**config.mk**
```make
export PLATFORM = sky130hd
export DESIGN_NAME = baseline_mcu_core_step_flat
export DESIGN_NICKNAME = d
export VERILOG_FILES = /design/src/hdl/bmcs_pkg.sv /design/src/hdl/bmcs_if.sv /design/src/hdl/baseline_mcu_core_step.sv /design/src/hdl/bmcs_alu.sv /design/src/flat_wrapper.sv
export SDC_FILE = /design/constraint.sdc
export NUM_CORES = 1
export LEC_CHECK = 0
export BUFFER_PORTS_ARGS = -buffer_cell sky130_fd_sc_hd__buf_2
export CORE_MARGIN = 4
export CORE_UTILIZATION = 60
export DETAILED_ROUTE_END_ITERATION = 7
export PLACE_DENSITY = 0.77
export SLEW_MARGIN = 20
export SYNTH_ARGS = -nofsm -noshare
export SYNTH_HDL_FRONTEND = slang
export SYNTH_SLANG_ARGS = --single-unit
```
**constraint.sdc**
```tcl
create_clock -name clk -period 8 [get_ports clk]
set_input_delay 0.8 -clock clk [delete_from_list [all_inputs] [get_ports clk]]
set_output_delay 0.8 -clock clk [all_outputs]
set_load 0.005 [all_outputs]
```
**src/hdl/bmcs_pkg.sv**
```systemverilog
// shared types and constants for the baseline core step block
package bmcs_pkg;

  localparam int FileRegCount = 32;
  localparam int StackDepth   = 2;

  localparam logic [7:0] PclReset    = 8'hff;
  localparam logic [7:0] StatusReset = 8'h18;
  localparam logic [7:0] FsrReset    = 8'he0;
  localparam logic [7:0] OscReset    = 8'hfe;
  localparam logic [7:0] TrisReset   = 8'h3f;
  localparam logic [7:0] OptionReset = 8'hff;

  localparam logic [4:0] AddrIndf   = 5'd0;
  localparam logic [4:0] AddrPcl    = 5'd2;
  localparam logic [4:0] AddrStatus = 5'd3;
  localparam logic [4:0] AddrFsr    = 5'd4;
  localparam logic [4:0] AddrGpio   = 5'd6;

  typedef enum logic [1:0] {
    FAULT_NONE  = 2'd0,
    FAULT_UNSUP = 2'd1,
    FAULT_ILLEG = 2'd2
  } fault_t;

  typedef struct packed {
    logic [8:0] next_pc;
    logic       dead_cycle;
    logic [5:0] pins_out;
    logic [7:0] w_value;
    logic [7:0] status_value;
    logic       stream_bit_valid;
    logic       stream_bit;
    logic       stream_start;
    fault_t     fault;
  } result_t;

endpackage

```
**src/hdl/bmcs_if.sv**
```systemverilog
// valid/ready channel interfaces for instruction items and result items
interface bmcs_in_if;
  logic        valid;
  logic        ready;
  logic [11:0] opcode;
  logic [5:0]  pins_in;
  modport source (output valid, opcode, pins_in, input ready);
  modport sink   (input valid, opcode, pins_in, output ready);
endinterface

interface bmcs_out_if;
  logic       valid;
  logic       ready;
  logic [8:0] next_pc;
  logic       dead_cycle;
  logic [5:0] pins_out;
  logic [7:0] w_value;
  logic [7:0] status_value;
  logic       stream_bit_valid;
  logic       stream_bit;
  logic       stream_start;
  logic [1:0] fault;
  modport source (output valid, next_pc, dead_cycle, pins_out, w_value, status_value,
                  stream_bit_valid, stream_bit, stream_start, fault, input ready);
  modport sink   (input valid, next_pc, dead_cycle, pins_out, w_value, status_value,
                  stream_bit_valid, stream_bit, stream_start, fault, output ready);
endinterface

```
**src/hdl/baseline_mcu_core_step.sv**
```systemverilog
// baseline 8-bit microcontroller core, one instruction per item
// Each accepted item carries the 12-bit instruction fetched at the last reported
// next_pc (0x1ff after reset) plus the pin levels; the block executes it against
// W, 32 file registers in flops, TRIS, OPTION and a two-entry return stack, and
// loads one result item into the output register. A new item is taken every
// cycle while the output register is empty or being drained, so the rate is one
// item per clock. Faulting opcodes (SLEEP, CLRWDT, unrecognized) leave all
// state untouched and repeat the current PC with fault set.
module baseline_mcu_core_step #(
  parameter int FILE_REG_COUNT = bmcs_pkg::FileRegCount,
  parameter int STACK_DEPTH    = bmcs_pkg::StackDepth
) (
  input logic clk,
  input logic rst,
  bmcs_in_if.sink    in_ch,
  bmcs_out_if.source out_ch
);
  localparam int AW = $clog2(FILE_REG_COUNT);

  // architectural state
  logic [7:0] file_regs [FILE_REG_COUNT];
  logic [7:0] tris_reg;
  logic [7:0] option_reg;
  logic [7:0] w_reg;
  logic       pc_high;
  logic [8:0] return_stack [STACK_DEPTH];
  logic [7:0] pin_state;

  // output register
  logic                 out_valid;
  bmcs_pkg::result_t    res;
  bmcs_pkg::result_t    res_next;

  logic accept;
  assign in_ch.ready = !out_valid || out_ch.ready;
  assign accept      = in_ch.valid && in_ch.ready;

  // decode
  logic [11:0] op;
  logic [AW-1:0] f, addr;
  logic d;
  logic [3:0] grp;
  bmcs_pkg::fault_t fault;
  assign op   = in_ch.opcode;
  assign f    = op[AW-1:0];
  assign d    = op[5];
  assign grp  = op[9:6];
  // indirect through fsr
  assign addr = (f == AW'(0)) ? file_regs[bmcs_pkg::AddrFsr[AW-1:0]][AW-1:0] : f;

  always_comb begin
    fault = bmcs_pkg::FAULT_NONE;
    if (op[11:5] == 7'd0) begin
      if (op[4:0] == 5'd3 || op[4:0] == 5'd4) fault = bmcs_pkg::FAULT_UNSUP;
      else if (op[4:0] == 5'd1 || op[4:0] > 5'd7) fault = bmcs_pkg::FAULT_ILLEG;
    end
  end

  // program counter, already advanced when an operand reads pcl
  logic [8:0] pc, pc_inc, pc_inc2, pc_new;
  assign pc      = {pc_high, file_regs[bmcs_pkg::AddrPcl[AW-1:0]]};
  assign pc_inc  = pc + 9'd1;
  assign pc_inc2 = pc + 9'd2;

  // operand read with gpio merge
  logic [7:0] m, latch;
  assign latch = file_regs[bmcs_pkg::AddrGpio[AW-1:0]];
  always_comb begin
    if (addr == AW'(0)) m = 8'h00;
    else if (addr == bmcs_pkg::AddrGpio[AW-1:0])
      m = 8'h08 | (latch & ~tris_reg & 8'h37)
        | ({2'b00, in_ch.pins_in} & tris_reg & 8'h33) | (tris_reg & 8'h04);
    else if (addr == bmcs_pkg::AddrPcl[AW-1:0]) m = pc_inc[7:0];
    else m = file_regs[addr];
  end

  logic [7:0] status, alu_r;
  logic c_out, c_upd, dc_out, dc_upd, z_upd;
  assign status = file_regs[bmcs_pkg::AddrStatus[AW-1:0]];

  bmcs_alu u_alu (
    .grp(grp), .m(m), .w(w_reg), .c_in(status[0]), .r(alu_r),
    .c_out(c_out), .c_upd(c_upd), .dc_out(dc_out), .dc_upd(dc_upd), .z_upd(z_upd)
  );

  // execute: compute next values of everything touched
  logic [7:0] w_new, st_new, tris_new, opt_new, r, mask, lit, wlit;
  logic wr_file, skip, dead, sv, ss;
  logic [8:0] stk0_new, stk1_new;

  assign lit     = op[7:0];
  assign mask    = 8'd1 << op[7:5];

  always_comb begin
    w_new = w_reg; st_new = status; tris_new = tris_reg; opt_new = option_reg;
    r = alu_r; wr_file = 1'b0; skip = 1'b0; dead = 1'b0; sv = 1'b0; ss = 1'b0;
    stk0_new = return_stack[0]; stk1_new = return_stack[1];
    pc_new = pc_inc; wlit = 8'h00;
    if (!op[11]) begin
      if (!op[10]) begin
        if (grp == 4'h0) begin
          if (d) wr_file = 1'b1;
          else if (op[4:0] == 5'd2) opt_new = w_reg;
          else if (op[4:0] == 5'd5) sv = 1'b1;
          else if (op[4:0] == 5'd6) tris_new = w_reg;
          else if (op[4:0] == 5'd7) ss = 1'b1;
        end else begin
          if (d) wr_file = 1'b1;
          else w_new = alu_r;
          if (c_upd) st_new[0] = c_out;
          if (dc_upd) st_new[1] = dc_out;
          if (z_upd) st_new[2] = (alu_r == 8'h00);
          if (grp == 4'hb || grp == 4'hf) skip = (alu_r == 8'h00);
        end
      end else begin
        case (op[9:8])
          2'd0: begin r = m & ~mask; wr_file = 1'b1; end
          2'd1: begin r = m | mask; wr_file = 1'b1; end
          2'd2: skip = ((m & mask) == 8'h00);
          default: skip = ((m & mask) != 8'h00);
        endcase
      end
    end else begin
      case (op[11:8])
        4'h8: begin
          dead = 1'b1; pc_new = return_stack[0]; stk0_new = return_stack[1];
          w_new = lit;
        end
        4'h9: begin
          dead = 1'b1; stk1_new = return_stack[0]; stk0_new = pc_inc;
          pc_new = {1'b0, lit};
        end
        4'ha, 4'hb: begin dead = 1'b1; pc_new = {op[8], lit}; end
        4'hc: w_new = lit;
        4'hd: begin wlit = w_reg | lit; w_new = wlit; st_new[2] = (wlit == 8'h00); end
        4'he: begin wlit = w_reg & lit; w_new = wlit; st_new[2] = (wlit == 8'h00); end
        default: begin
          wlit = w_reg ^ lit; w_new = wlit; st_new[2] = (wlit == 8'h00);
        end
      endcase
    end
    if (skip) begin
      pc_new = pc_inc2; dead = 1'b1;
    end
    // indirect through fsr pointing at zero drops the write
    if (addr == AW'(0)) wr_file = 1'b0;
  end

  // final state values after the file write
  logic [7:0] gpio_fin, st_fin;
  logic [8:0] pc_fin;
  assign st_fin   = (wr_file && addr == bmcs_pkg::AddrStatus[AW-1:0]) ? r : st_new;
  assign pc_fin   = (wr_file && addr == bmcs_pkg::AddrPcl[AW-1:0]) ? {1'b0, r} : pc_new;
  assign gpio_fin = (wr_file && addr == bmcs_pkg::AddrGpio[AW-1:0]) ? r : latch;

  logic [7:0] pin_fin;
  assign pin_fin = (wr_file && addr == bmcs_pkg::AddrGpio[AW-1:0]) ? (r | tris_new)
                 : (tris_new != tris_reg || (grp == 4'h0 && !d && op[4:0] == 5'd6
                    && !op[11] && !op[10])) ? (latch | tris_new) : pin_state;

  always_comb begin
    res_next.next_pc          = (fault == bmcs_pkg::FAULT_NONE) ? pc_fin : pc;
    res_next.dead_cycle       = (fault == bmcs_pkg::FAULT_NONE) && dead;
    res_next.pins_out         = (fault == bmcs_pkg::FAULT_NONE) ? pin_fin[5:0]
                                                                : pin_state[5:0];
    res_next.w_value          = (fault == bmcs_pkg::FAULT_NONE) ? w_new : w_reg;
    res_next.status_value     = (fault == bmcs_pkg::FAULT_NONE) ? st_fin : status;
    res_next.stream_bit_valid = (fault == bmcs_pkg::FAULT_NONE) && sv;
    res_next.stream_bit       = (fault == bmcs_pkg::FAULT_NONE) && sv && w_reg[0];
    res_next.stream_start     = (fault == bmcs_pkg::FAULT_NONE) && ss;
    res_next.fault            = fault;
  end

  // state update
  always_ff @(posedge clk) begin
    if (rst) begin
      for (int i = 0; i < FILE_REG_COUNT; i++) begin
        if (AW'(i) == bmcs_pkg::AddrPcl[AW-1:0]) file_regs[i] <= bmcs_pkg::PclReset;
        else if (AW'(i) == bmcs_pkg::AddrStatus[AW-1:0])
          file_regs[i] <= bmcs_pkg::StatusReset;
        else if (AW'(i) == bmcs_pkg::AddrFsr[AW-1:0]) file_regs[i] <= bmcs_pkg::FsrReset;
        else if (AW'(i) == AW'(5)) file_regs[i] <= bmcs_pkg::OscReset;
        else file_regs[i] <= 8'h00;
      end
      tris_reg   <= bmcs_pkg::TrisReset;
      option_reg <= bmcs_pkg::OptionReset;
      w_reg      <= 8'h00;
      pc_high    <= 1'b1;
      for (int i = 0; i < STACK_DEPTH; i++) return_stack[i] <= 9'h000;
      pin_state  <= bmcs_pkg::TrisReset;
    end else if (accept && fault == bmcs_pkg::FAULT_NONE) begin
      // status flags, pc and gpio resolved with the file write already applied
      for (int i = 0; i < FILE_REG_COUNT; i++) begin
        if (AW'(i) == bmcs_pkg::AddrStatus[AW-1:0]) file_regs[i] <= st_fin;
        else if (AW'(i) == bmcs_pkg::AddrPcl[AW-1:0]) file_regs[i] <= pc_fin[7:0];
        else if (AW'(i) == bmcs_pkg::AddrGpio[AW-1:0]) file_regs[i] <= gpio_fin;
        else if (wr_file && addr == AW'(i)) file_regs[i] <= r;
      end
      pc_high    <= pc_fin[8];
      w_reg      <= w_new;
      tris_reg   <= tris_new;
      option_reg <= opt_new;
      pin_state  <= pin_fin;
      return_stack[0] <= stk0_new;
      return_stack[1] <= stk1_new;
    end
  end

  // output register
  always_ff @(posedge clk) begin
    if (rst) out_valid <= 1'b0;
    else if (accept) out_valid <= 1'b1;
    else if (out_ch.ready) out_valid <= 1'b0;
  end
  always_ff @(posedge clk) begin
    if (accept) res <= res_next;
  end

  assign out_ch.valid            = out_valid;
  assign out_ch.next_pc          = res.next_pc;
  assign out_ch.dead_cycle       = res.dead_cycle;
  assign out_ch.pins_out         = res.pins_out;
  assign out_ch.w_value          = res.w_value;
  assign out_ch.status_value     = res.status_value;
  assign out_ch.stream_bit_valid = res.stream_bit_valid;
  assign out_ch.stream_bit       = res.stream_bit;
  assign out_ch.stream_start     = res.stream_start;
  assign out_ch.fault            = res.fault;
endmodule

```
**src/hdl/bmcs_alu.sv**
```systemverilog
// alu for the byte-oriented file instructions: result, carry, digit carry, zero
module bmcs_alu (
  input  logic [3:0] grp,
  input  logic [7:0] m,
  input  logic [7:0] w,
  input  logic       c_in,
  output logic [7:0] r,
  output logic       c_out,
  output logic       c_upd,
  output logic       dc_out,
  output logic       dc_upd,
  output logic       z_upd
);
  logic [8:0] sum;
  logic [4:0] nib;

  always_comb begin
    sum    = {1'b0, m} + {1'b0, w};
    nib    = {1'b0, m[3:0]} + {1'b0, w[3:0]};
    r      = 8'h00;
    c_out  = 1'b0;
    c_upd  = 1'b0;
    dc_out = 1'b0;
    dc_upd = 1'b0;
    z_upd  = 1'b0;
    case (grp)
      4'h0: r = w;
      4'h1: begin r = 8'h00; z_upd = 1'b1; end
      4'h2: begin
        r = m - w; c_out = (m >= w); dc_out = (m[3:0] >= w[3:0]);
        c_upd = 1'b1; dc_upd = 1'b1; z_upd = 1'b1;
      end
      4'h3: begin r = m - 8'd1; z_upd = 1'b1; end
      4'h4: begin r = m | w; z_upd = 1'b1; end
      4'h5: begin r = m & w; z_upd = 1'b1; end
      4'h6: begin r = m ^ w; z_upd = 1'b1; end
      4'h7: begin
        r = sum[7:0]; c_out = sum[8]; dc_out = nib[4];
        c_upd = 1'b1; dc_upd = 1'b1; z_upd = 1'b1;
      end
      4'h8: begin r = m; z_upd = 1'b1; end
      4'h9: begin r = ~m; z_upd = 1'b1; end
      4'ha: begin r = m + 8'd1; z_upd = 1'b1; end
      4'hb: r = m - 8'd1;
      4'hc: begin r = {c_in, m[7:1]}; c_out = m[0]; c_upd = 1'b1; end
      4'hd: begin r = {m[6:0], c_in}; c_out = m[7]; c_upd = 1'b1; end
      4'he: r = {m[3:0], m[7:4]};
      default: r = m + 8'd1;
    endcase
  end
endmodule

```
**src/flat_wrapper.sv**
```systemverilog
// flat-port wrapper written by rule: the top's interface ports become plain ports
module baseline_mcu_core_step_flat 
#(
  parameter int FILE_REG_COUNT = bmcs_pkg::FileRegCount,
  parameter int STACK_DEPTH    = bmcs_pkg::StackDepth
)
  (clk, rst, in_ch_valid, in_ch_opcode, in_ch_pins_in, in_ch_ready, out_ch_valid, out_ch_next_pc, out_ch_dead_cycle, out_ch_pins_out, out_ch_w_value, out_ch_status_value, out_ch_stream_bit_valid, out_ch_stream_bit, out_ch_stream_start, out_ch_fault, out_ch_ready);
  bmcs_in_if in_ch_i ();
  bmcs_out_if out_ch_i ();
  input logic clk;
  input logic rst;
  input wire logic [$bits(in_ch_i.valid)-1:0] in_ch_valid;
  input wire logic [$bits(in_ch_i.opcode)-1:0] in_ch_opcode;
  input wire logic [$bits(in_ch_i.pins_in)-1:0] in_ch_pins_in;
  output wire logic [$bits(in_ch_i.ready)-1:0] in_ch_ready;
  output wire logic [$bits(out_ch_i.valid)-1:0] out_ch_valid;
  output wire logic [$bits(out_ch_i.next_pc)-1:0] out_ch_next_pc;
  output wire logic [$bits(out_ch_i.dead_cycle)-1:0] out_ch_dead_cycle;
  output wire logic [$bits(out_ch_i.pins_out)-1:0] out_ch_pins_out;
  output wire logic [$bits(out_ch_i.w_value)-1:0] out_ch_w_value;
  output wire logic [$bits(out_ch_i.status_value)-1:0] out_ch_status_value;
  output wire logic [$bits(out_ch_i.stream_bit_valid)-1:0] out_ch_stream_bit_valid;
  output wire logic [$bits(out_ch_i.stream_bit)-1:0] out_ch_stream_bit;
  output wire logic [$bits(out_ch_i.stream_start)-1:0] out_ch_stream_start;
  output wire logic [$bits(out_ch_i.fault)-1:0] out_ch_fault;
  input wire logic [$bits(out_ch_i.ready)-1:0] out_ch_ready;
  assign in_ch_i.valid = in_ch_valid;
  assign in_ch_i.opcode = in_ch_opcode;
  assign in_ch_i.pins_in = in_ch_pins_in;
  assign in_ch_ready = in_ch_i.ready;
  assign out_ch_valid = out_ch_i.valid;
  assign out_ch_next_pc = out_ch_i.next_pc;
  assign out_ch_dead_cycle = out_ch_i.dead_cycle;
  assign out_ch_pins_out = out_ch_i.pins_out;
  assign out_ch_w_value = out_ch_i.w_value;
  assign out_ch_status_value = out_ch_i.status_value;
  assign out_ch_stream_bit_valid = out_ch_i.stream_bit_valid;
  assign out_ch_stream_bit = out_ch_i.stream_bit;
  assign out_ch_stream_start = out_ch_i.stream_start;
  assign out_ch_fault = out_ch_i.fault;
  assign out_ch_i.ready = out_ch_ready;
  baseline_mcu_core_step #(.FILE_REG_COUNT(FILE_REG_COUNT), .STACK_DEPTH(STACK_DEPTH)) u_core (.clk(clk), .rst(rst), .in_ch(in_ch_i), .out_ch(out_ch_i));
endmodule
```
==> reports/qor.yml <==
finish:
  nets: 2012
  area_growth_pct: 11.6
  final_cell_mix: "edfxtp_1, nand2_1, nor2_1"
  drive_above_1_share_pct: 14.3
  layout_commonest_cell: "edfxtp_1"
  largest_reg_flops: 255
  largest_register: "u_core.file_regs"
critical_path:
  end_kind: "flip-flop"
  cp.required_ps: 8370
  arrival_ps: 7650
  r2r_end: "u_core.out_ch.next_pc[1]"
  r2r_cells: 23
  startpoint_type: "flip-flop"
  critPathMaxFanout: 41
  r2r_start: "u_core.file_regs[4][0]"
  criticalPathCategory: "flip-flop to flip-flop"
  regToRegSetupSlack_ps: 720
synthesis:
  synthDistinctLibCells: 95
  synth_edf_count: 310
  synth_cells: 1857
  ys.flop_type: "edfxtp_1"
  yosys_warnings: 0
  postSynthAreaPerCell_um2: 10.2
  syn_area_um2: 18900
  ys_ff_latch: 332
  yosysTopAreaCellShare_pct: 49.3
  synth_seq_area_share_pct: 51.6
  synthArstFlopShare_pct: 0
  yosysTopAreaCell: "edfxtp_1"
  synth_area_leaders: "edfxtp_1, nand2_1, nor2_1"
timing:
  finalSetupViolations: 0
  finalCriticalPeriod_ps: 7280
  slew_headroom_pct: 21.8
  fin_skew_ps: 20.9
  grt_setup_unrepaired: "false"
  tightest_slew_ps: 1160
  min_period_over_period_pct: 91.0
  slew_viol_final: 0
  setup_tns_ps: 0
  whs_ps: 474
  hold_violations: 0
  max_freq_mhz: 137
run_status:
  outcome: "complete, no violations"
floorplanning:
  dieArea_um2: 34400
  die_y_um: 185
  start_util_pct: 61.3
  placementRows: 64
  die_w_um: 185
  top_level_ports: 61
  core_um2: 30800
global_routing:
  grt_pass1_wl_um: 97000
  antenna_found_initial: 1
  grt_max_degree: 56
  grt_use_total_pct: 37.7
  grt_pass1_vias: 15110
  grt_overflow: 0
power:
  p_int_mw: 3.28
  comb_power_share_pct: 20.5
  power.leakage_nw: 7.93
  p_per_area_nw_per_um2: 223
  clkPwrFrac_pct: 34.5
  switchingPower_mw: 1.42
  power_frac_seq_pct: 45.0
  switching_share_pct: 30.2
  ir_worst_vdd_mv: 0.213
detailed_routing:
  ant_nets: 0
  drt-wirelength-per-cell_um: 27.9
  drt-initial-drc-count: 2327
  via_count: 16339
  drc: 0
  wirelength_um: 65800
  dr.pass1.iters: 7
  routed_via_density: 6.92
clock_tree:
  htree_levels: 2
  cts_hold_buf: 0
  cts_buffer_depth: 3
  cts_made_buffers: 36
  post_cts_buffers: 0
  insertion_delay_ps: 540
  path_clk_slew_ps: 60
  cts_tree: "yes"
  cts_root_buffer: "clkbuf_16"
  cts_resized: 0
  clkSinkCount: 332
placed_design:
  port_buffers: 58
  dpl.hpwl_um: 46300
  gp_congestion: 1.06
worst_hold_path:
  worstHoldStart: "u_core.pin_state[5]"
  hold_path_depth: 2
  worstHoldPathType: "flip-flop to flip-flop"
  hold_path_end: "u_core.pin_state[5]"
flow_run:
  max_cap_violations: 0
==> synthesized netlist by cell type, types with 9 or more instances <==
library cell  instances
and2_1               16
xnor2_1              18
inv_1                49
nor3_1               31
o211a_1              12
o21ai_0              66
o221ai_1             10
buf_4                24
nand4_1              14
o21ai_1              11
a2111oi_0             9
a221oi_1             26
clkbuf_1             67
and3_1               20
o211ai_1             21
dfxtp_1              22
nand2b_1             17
nand3_1              37
a21oi_1             131
ha_1                 50
nor4_1               15
edfxtp_1            310
a31oi_1              25
buf_2                24
nor2_1              234
mux2i_1              55
a22oi_1              15
nor2b_1              28
a211oi_1             27
o22ai_1              15
nand2_1             265
buf_6                 9
==> kinds of logic after synthesis <==
| kind of cell | after synthesis | share of synthesized area [%] |
|---|---|---|
| xor+xnor | 26 | 1.21 |
| compound gates | 488 | 18.0 |
| fa+ha+maj | 53 | 3.63 |
| flops | 332 | 51.6 |
| other cells | 1 | 0.0199 |
| buf+inv | 182 | 4.67 |
| simple gates | 705 | 16.6 |
| mux | 70 | 4.23 |
==> power by group through the flow <==
stage	combinational, mW	clock (mW)	sequential [mW]
after floorplan	0.576	0	2.12
after global placement	0.922	0	2.14
after detailed placement	0.929	0	2.14
after CTS	0.934	1.62	2.11
after global routing	1.02	1.70	2.12
final	0.962	1.62	2.11
==> layout make-up <==
class	count	area, um^2
flip-flops and latches	332	9750
fillers	2383	9750
multi-input cells	1349	8330
repair buffers	165	1170
clock buffers	43	937
well taps	396	495
clock inverters	22	204
inverters	53	199
diodes	1	2.50
==> how the worst max path moves through the flow <==
stage | endpoint | from | cells past startpoint | slack [ps]
floorplan | u_core.out_ch.next_pc[2] | in_ch_opcode[4] | 24 | 1580
global placement | u_core.out_ch.next_pc[2] | in_ch_opcode[4] | 27 | 530
detailed placement | u_core.file_regs[2][7] | in_ch_opcode[4] | 27 | 500
CTS | u_core.file_regs[2][7] | in_ch_opcode[4] | 27 | 1000
global route | u_core.file_regs[2][7] | in_ch_opcode[4] | 27 | 460
finish | u_core.out_ch.next_pc[1] | u_core.file_regs[4][0] | 23 | 720
==> critical path, stage by stage, from the launching register on <==
cell      delay [ps]
edfxtp_1         890
a21o_2           470
buf_12           280
a221oi_1         150
a31oi_1          340
a21oi_1          310
a21oi_2          320
ha_1             220
inv_1             60
fa_1             440
a21oi_1          150
o21bai_1         130
a21o_1           220
a21oi_1          250
mux2_2           370
a221oi_1         360
o221ai_1         190
o31ai_1          460
and2b_1          220
nand4_2          210
o31ai_4          270
buf_12           180
mux2_2           350
a31oi_1          200
==> routing by layer <==
layer	global-route usage, %	share of wire [%]	wire (um)	up-vias
li1	-	-	-	7072
met1	51.2	38	24700	7737
met2	58.4	45	29600	1274
met3	8.13	12	7640	254
met4	17.6	5.8	3830	2
met5	0	0.017	11	-
==> per-stage QoR <==
stage / setup WS, ps / instances / cell area [um^2] / total power, mW / utilization [%]
after floorplan: 1580 / 1863 / 18900 / 2.69 / -
after global placement: 529 / 2295 / 19900 / 3.06 / 64.7
after detailed placement: 496 / 2295 / 19900 / 3.07 / 64.7
after CTS: 1000 / 2360 / 21100 / 4.66 / 68.4
after global routing: 461 / 2360 / 21100 / 4.83 / 68.4
final: 717 / 2361 / 21100 / 4.69 / 68.4
Power figures use the tool's default switching activity.
